## src/design/sfov_pkg.sv

```systemverilog
// shared types and constants for the shadowcast field-of-view block
// depends on nothing; imported by the controller, datapath and top level
package sfov_pkg;

  localparam int MAP_SIDE_MAX_DEF = 64;
  localparam int RADIUS_MAX_DEF   = 31;
  localparam int CFG_W            = 7;

  // action codes
  localparam logic [1:0] ACT_WRITE   = 2'd0;
  localparam logic [1:0] ACT_COMPUTE = 2'd1;
  localparam logic [1:0] ACT_READ    = 2'd2;

  // register indexes
  localparam logic REG_MAP_WIDTH  = 1'b0;
  localparam logic REG_MAP_HEIGHT = 1'b1;

  // octant transform coefficients
  localparam logic signed [1:0] OCT_XX [8] = '{2'sd1, 2'sd0, 2'sd0, -2'sd1, -2'sd1, 2'sd0, 2'sd0, 2'sd1};
  localparam logic signed [1:0] OCT_XY [8] = '{2'sd0, 2'sd1, -2'sd1, 2'sd0, 2'sd0, -2'sd1, 2'sd1, 2'sd0};
  localparam logic signed [1:0] OCT_YX [8] = '{2'sd0, 2'sd1, 2'sd1, 2'sd0, 2'sd0, -2'sd1, -2'sd1, 2'sd0};
  localparam logic signed [1:0] OCT_YY [8] = '{2'sd1, 2'sd0, 2'sd0, 2'sd1, -2'sd1, 2'sd0, 2'sd0, -2'sd1};

  // controller to datapath
  typedef struct packed {
    logic capture;
    logic wr_opq;
    logic out_now;
    logic out_read;
    logic out_fin;
    logic sweep_all;
    logic sweep_vis;
    logic origin_mark;
    logic oct_init;
    logic oct_next;
    logic step;
    logic pop_load;
    logic test;
    logic mark;
  } sfov_cmd_t;

  // datapath to controller
  typedef struct packed {
    logic sweep_done;
    logic visit;
    logic active;
    logic stack_empty;
    logic oct_last;
    logic test_pass;
  } sfov_stat_t;

endpackage

```

## src/design/sfov_ctrl.sv

```systemverilog
// controller: sequences item handling, memory sweeps and the octant scan
// depends on sfov_pkg
module sfov_ctrl import sfov_pkg::*; (
  input  logic       clk,
  input  logic       rst,
  input  logic       in_valid,
  output logic       in_stall,
  input  logic [1:0] action,
  output logic       out_valid,
  input  logic       out_stall,
  output sfov_cmd_t  cmd,
  input  sfov_stat_t stat
);

  typedef enum logic [10:0] {
    S_CLR_ALL = 11'b00000000001,
    S_IDLE    = 11'b00000000010,
    S_READ    = 11'b00000000100,
    S_CLR_VIS = 11'b00000001000,
    S_ORIGIN  = 11'b00000010000,
    S_OCT     = 11'b00000100000,
    S_STEP    = 11'b00001000000,
    S_POP     = 11'b00010000000,
    S_TEST    = 11'b00100000000,
    S_MARK    = 11'b01000000000,
    S_FIN     = 11'b10000000000
  } state_t;

  state_t state, state_next;
  logic accept, out_load;

  assign in_stall = (state != S_IDLE) || (out_valid && out_stall);
  assign accept   = in_valid && !in_stall;

  always_comb begin
    state_next = state;
    cmd = '0;
    case (state)
      S_CLR_ALL: begin
        cmd.sweep_all = 1'b1;
        if (stat.sweep_done) state_next = S_IDLE;
      end
      S_IDLE: begin
        if (accept) begin
          cmd.capture = 1'b1;
          case (action)
            ACT_WRITE: begin
              cmd.wr_opq  = 1'b1;
              cmd.out_now = 1'b1;
            end
            ACT_COMPUTE: state_next = S_CLR_VIS;
            ACT_READ:    state_next = S_READ;
            default:     cmd.out_now = 1'b1;
          endcase
        end
      end
      S_READ: begin
        cmd.out_read = 1'b1;
        state_next = S_IDLE;
      end
      S_CLR_VIS: begin
        cmd.sweep_vis = 1'b1;
        if (stat.sweep_done) state_next = S_ORIGIN;
      end
      S_ORIGIN: begin
        cmd.origin_mark = 1'b1;
        state_next = S_OCT;
      end
      S_OCT: begin
        cmd.oct_init = 1'b1;
        state_next = S_STEP;
      end
      S_STEP: begin
        cmd.step = 1'b1;
        if (stat.visit) begin
          state_next = S_TEST;
        end else if (!stat.active) begin
          if (!stat.stack_empty) begin
            state_next = S_POP;
          end else if (stat.oct_last) begin
            state_next = S_FIN;
          end else begin
            cmd.oct_next = 1'b1;
            state_next = S_OCT;
          end
        end
      end
      S_POP: begin
        cmd.pop_load = 1'b1;
        state_next = S_STEP;
      end
      S_TEST: begin
        cmd.test = 1'b1;
        state_next = stat.test_pass ? S_MARK : S_STEP;
      end
      S_MARK: begin
        cmd.mark = 1'b1;
        state_next = S_STEP;
      end
      S_FIN: begin
        cmd.out_fin = 1'b1;
        state_next = S_IDLE;
      end
      default: state_next = S_IDLE;
    endcase
  end

  assign out_load = cmd.out_now || cmd.out_read || cmd.out_fin;

  always_ff @(posedge clk) begin
    if (rst) begin
      state     <= S_CLR_ALL;
      out_valid <= 1'b0;
    end else begin
      state <= state_next;
      if (out_load) out_valid <= 1'b1;
      else if (out_valid && !out_stall) out_valid <= 1'b0;
    end
  end

endmodule

```

## config.mk

```make
export PLATFORM = sky130hd
export DESIGN_NAME = sfov_ctrl
export DESIGN_NICKNAME = d
export VERILOG_FILES = /design/src/design/sfov_pkg.sv /design/src/design/sfov_ctrl.sv
export SDC_FILE = /design/constraint.sdc
export NUM_CORES = 1
export LEC_CHECK = 0
export BUFFER_PORTS_ARGS = -buffer_cell sky130_fd_sc_hd__buf_2
export CORE_ASPECT_RATIO = 0.9
export CORE_MARGIN = 2
export CORE_UTILIZATION = 49
export CTS_CLUSTER_SIZE = 24
export DETAILED_ROUTE_END_ITERATION = 10
export GPL_TIMING_DRIVEN = 0
export PLACE_DENSITY = 0.77
export SYNTH_ARGS = -nofsm -noshare
export SYNTH_HDL_FRONTEND = slang
export SYNTH_SLANG_ARGS = --single-unit
```

## constraint.sdc

```tcl
create_clock -name clk -period 2.1 [get_ports clk]
set_input_delay 0.21 -clock clk [delete_from_list [all_inputs] [get_ports clk]]
set_output_delay 0.21 -clock clk [all_outputs]
set_load 0.02 [all_outputs]
```

==> flow_results.org <==
** Outcome
- The flow ran to the end, but the final reports show violations.
- Violated checks :: setup timing

** Worst setup path
- The startpoint identified for the worst register-to-register timing path is state[2].
- Data required, critical path :: between 1.5 and 2 ns
- Category of cells accounting for the largest share of critical-path delay :: simple AND/OR/NAND/NOR gates
- Along the worst path, the maximum fanout reaches 5.
- Setup slack, reg-to-reg :: ~0.040 ns
- The largest single stage delay on the critical path is 0.47 ns.
- Master of the slowest instance on the critical path :: nor4_4
- At the worst endpoint, the arrival time is approximately 2.0 ns.
- The setup path with the least slack is of type register to output port.
- Count of cells along the worst register-to-register path :: 6
- The critical path goes through nor4_4 > buf_4 > nand2_1 > nor4b_2 > buf_4.
- Most used cell along the critical path :: buf_4
- STA classifies the critical path startpoint as a register.
- R2r endpoint :: state[1]
- The number of buffers and inverters on the critical path is 2.
- STA classifies the critical path endpoint as an output port.

** Clocking
- H-tree lvl count :: 1
- Hold Buf Count CTS :: 0
- CTS saw 12 sinks.
- TritonCTS built the clock tree.
- Number of buffers between clock root and the deepest sink :: 2
- Clock tree synthesis inserted a total of 3 buffers.
- After clock tree synthesis, the clock-pin slew on the worst setup and hold paths is approximately 0.07 ns.
- The tree is rooted in a clkbuf_4.
- For the worst-skew pair, the clock arrives at the later sink with an insertion delay of around 0.28 ns.

** Yosys
- After synthesis the cells add up to around 870 um2.
- Post-synthesis compound-gate area fraction :: 0.110
- Share of flip-flops with an asynchronous set or reset :: 0
- For this run, the register share of the synthesized area comes to 0.277.
- Combinational family with the most area after synthesis :: simple AND/OR/NAND/NOR gates
- Number of enable flip-flop cells after synthesis :: 0
- A synthesized cell averages between 8 and 9 um2.
- Arithmetic-cell share of the synthesized area counting full adders, half adders and majority gates :: 0.0433
- The most used flip-flop cell after synthesis is dfxtp_1.
- Of the total synthesized cell area, the portion taken by AND, OR, NAND and NOR gates is 0.452.
- Synthesis produced a netlist whose cell count is around 110.
- For this run, the number of Yosys warnings is 0.
- Fraction of synthesized area in multiplexers :: 0.0115
- Of the total synthesized cell area, the portion taken by XOR and XNOR cells is 0.0303.
- In this run, synthesis produced a sequential element count of 12.
- Number of unique standard cell types used by synthesis :: between 40 and 50
- The number of nets in the synthesized netlist is 123.

** STA
- Worst max-slew margin expressed relative to the limit :: 0.700
- The clock arrives with approximately 0.0013 ns of skew.
- Static timing analysis puts the maximum clock frequency at around 460 MHz.
- Counting I/O delays and the setup requirement, the final critical path takes roughly 2.2 ns.
- At the pin with the least slew margin, the transition time is about 0.45 ns.
- Summed over all failing endpoints, the final setup total negative slack is -0.0904 ns.
- In the finished design, the share of the clock period the worst path needs comes to 1.03.
- Setup repair after global routing could not meet its margin everywhere.
- The number of slew-limit violations in the final report came to 0.
- Tightest hold margin :: about 0.095 ns
- The hold violation total from the final report was 0.
- Final setup violation count :: 2
- Across all setup checks in the final design, the least slack found is -0.0700 ns.

** Cells and area
- Fraction of layout instances using a drive strength above 1 :: 0.433
- Synth-to-Final Area Change :: 34.9%
- FILL cells :: between 100 and 150
- Fin nets :: around 160
- 0 antenna diodes ended up in the layout.
- At the end of the flow the core is filled with cells to 0.703.
- After routing the design area is between 1000 and 1500 um2.

** Floorplanning
- For this design the top-level I/O count stands at 28.
- Initial core utilization :: 0.521
- The core region is 1660 um2.
- The die is 43.9 um tall.
- The die is a little under 50 um wide.
- Num rows :: 14
- Die Footprint :: ~2100 um2

** Min path
- The path with the worst hold slack has its endpoint at state[3].
- The startpoint identified for the worst hold timing path is rst.
- Class of the most critical hold timing path :: input pin to register
- Along the worst hold path, the cell count comes to 2.

** Global route
- First-pass GRT wire length :: around 3.7 mm
- Vias in the first global route :: approximately 900
- Initial antenna violation count :: 0
- Overall fraction of global-route tracks in use :: 0.235
- Largest net degree at the start of global routing :: 10
- Sum of overflow across all layers after global routing :: 0

** Routing
- For this run, design rule violations remaining after detail routing come to 0.
- Remaining antenna violation count after routing :: 0
- The detailed router finished its first iteration with 31 violations.
- In the routed layout, each cell is associated on average with a via count of between 5 and 6.
- In the final routed layout, each cell accounts on average for 14.8 um.
- The first detailed-routing pass ran for 4 iterations.
- Vias after detailed routing :: 936
- After detailed routing, the total wire length is 2.44 mm.

** Pwr
- Maximum vdd ir drop :: between 0.0003 and 0.0004 V
- Leakage power :: 0.549 nW
- Total chip power :: between 0.0006 and 0.0007 W
- Cell Pwr Density :: slightly below 600 nW/um2

** Placed design
- During placement, the flow inserted port buffers numbering 27.
- After detailed placement, the total cell area comes to around 1000 um2.
- Routability congestion estimate :: 0.843
- HPWL after detailed placement :: roughly 1.7 mm

** Job
- # Max-Cap Violations :: 0
==> synth_stat cells (2+ instances only) <==
master    instances  area, um2
dfxtp_1          12        240
nand2_1          11       41.3
nor2_1           10       37.5
inv_1             7       26.3
nor3_1            5       25.0
nor4b_1           5       43.8
o21ai_0           5       25.0
nor4_1            4       25.0
and2_1            3       18.8
clkbuf_1          3       11.3
ha_1              3       37.5
nand3_1           3       15.0
nor3b_1           3       22.5
xor2_1            3       26.3
a21oi_1           2       10.0
and3_1            2       12.5
buf_2             2       10.0
nand2b_1          2       12.5
==> stage by stage <==
step / std cells / setup slack [ns]
after floorplan: 108 / 0.0469
after global placement: 159 / 0.0169
after detailed placement: 159 / -0.0170
after CTS: 165 / -0.00511
after global routing: 165 / -0.101
final: 165 / -0.0700
==> kinds of logic after synthesis <==
family,Yosys count
and+or+nand+nor,61
muxes,1
AOI/OAI and AO/OA,14
buffers and inverters,14
adders and majority gates,3
xor gates and xnor gates,3
DFF,12
==> layout by cell type (no fill, tap or decap), types with 2 or more instances in the layout <==
| master | instances |
|---|---|
| buf_2 | 26 |
| buf_4 | 11 |
| nand2_1 | 11 |
| nor2_1 | 10 |
| dfxtp_1 | 8 |
| inv_1 | 7 |
| o21ai_0 | 5 |
| nor4_4 | 3 |
| nor3_2 | 3 |
| nor4b_2 | 3 |
| nor3b_1 | 3 |
| nor4b_1 | 3 |
| and2_1 | 3 |
| xor2_1 | 3 |
| ha_1 | 3 |
| clkbuf_4 | 3 |
| dfxtp_2 | 3 |
| nand2b_1 | 2 |
| nand3_1 | 2 |
| nor4_1 | 2 |
| and3_1 | 2 |
| nor3_1 | 2 |
| a21oi_1 | 2 |
==> final cells by class <==
cell class              count  area [um2]  share of cell area
multi-input cells          82         631               0.539
flip-flops and latches     12         248               0.212
repair buffers             34         195               0.167
well taps                  24        30.0              0.0257
inverters                   7        26.3              0.0225
clock buffers               3        22.5              0.0193
plain buffers               3        17.5              0.0150
==> how the worst max path moves through the flow <==
| stage | end | from | slack, ns | cells after the start |
|---|---|---|---|---|
| after global routing | cmd[2] | state[5] | -0.10 | 5 |
| after floorplan | out_valid | state[5] | 0.05 | 5 |
| after CTS | cmd[0] | state[2] | -0.005 | 4 |
| after global placement | in_stall | state[5] | 0.02 | 5 |
| final | cmd[2] | state[10] | -0.07 | 5 |
| after detailed placement | cmd[11] | state[5] | -0.02 | 5 |
==> per-layer routing <==
layer,routed length (um),track usage
met1,1000,0.246
met4,83,0.0971
met3,105,0.0655
met5,0,0
met2,1240,0.450
==> state kept, by name (all words and copies together) (netlist names) <==
name and cells:
out_valid 1, state 11
==> power by group <==
| group | total, W | leakage [nW] | switching, W | internal (W) |
|---|---|---|---|---|
| sequential | 0.000270 | 0.0990 | 0.0000267 | 0.000244 |
| combinational | 0.000269 | 0.436 | 0.000152 | 0.000118 |
| clock | 0.000145 | 0.0138 | 0.0000783 | 0.0000666 |
==> repair_timing <==
action,4_1_cts,5_1_grt
pin swaps,5,3
buffers inserted,6,1
endpoints found under the setup margin,13,11
gates cloned,0,0
gates resized for setup,9,10
Note: power is estimated with default switching activity, not from simulation.
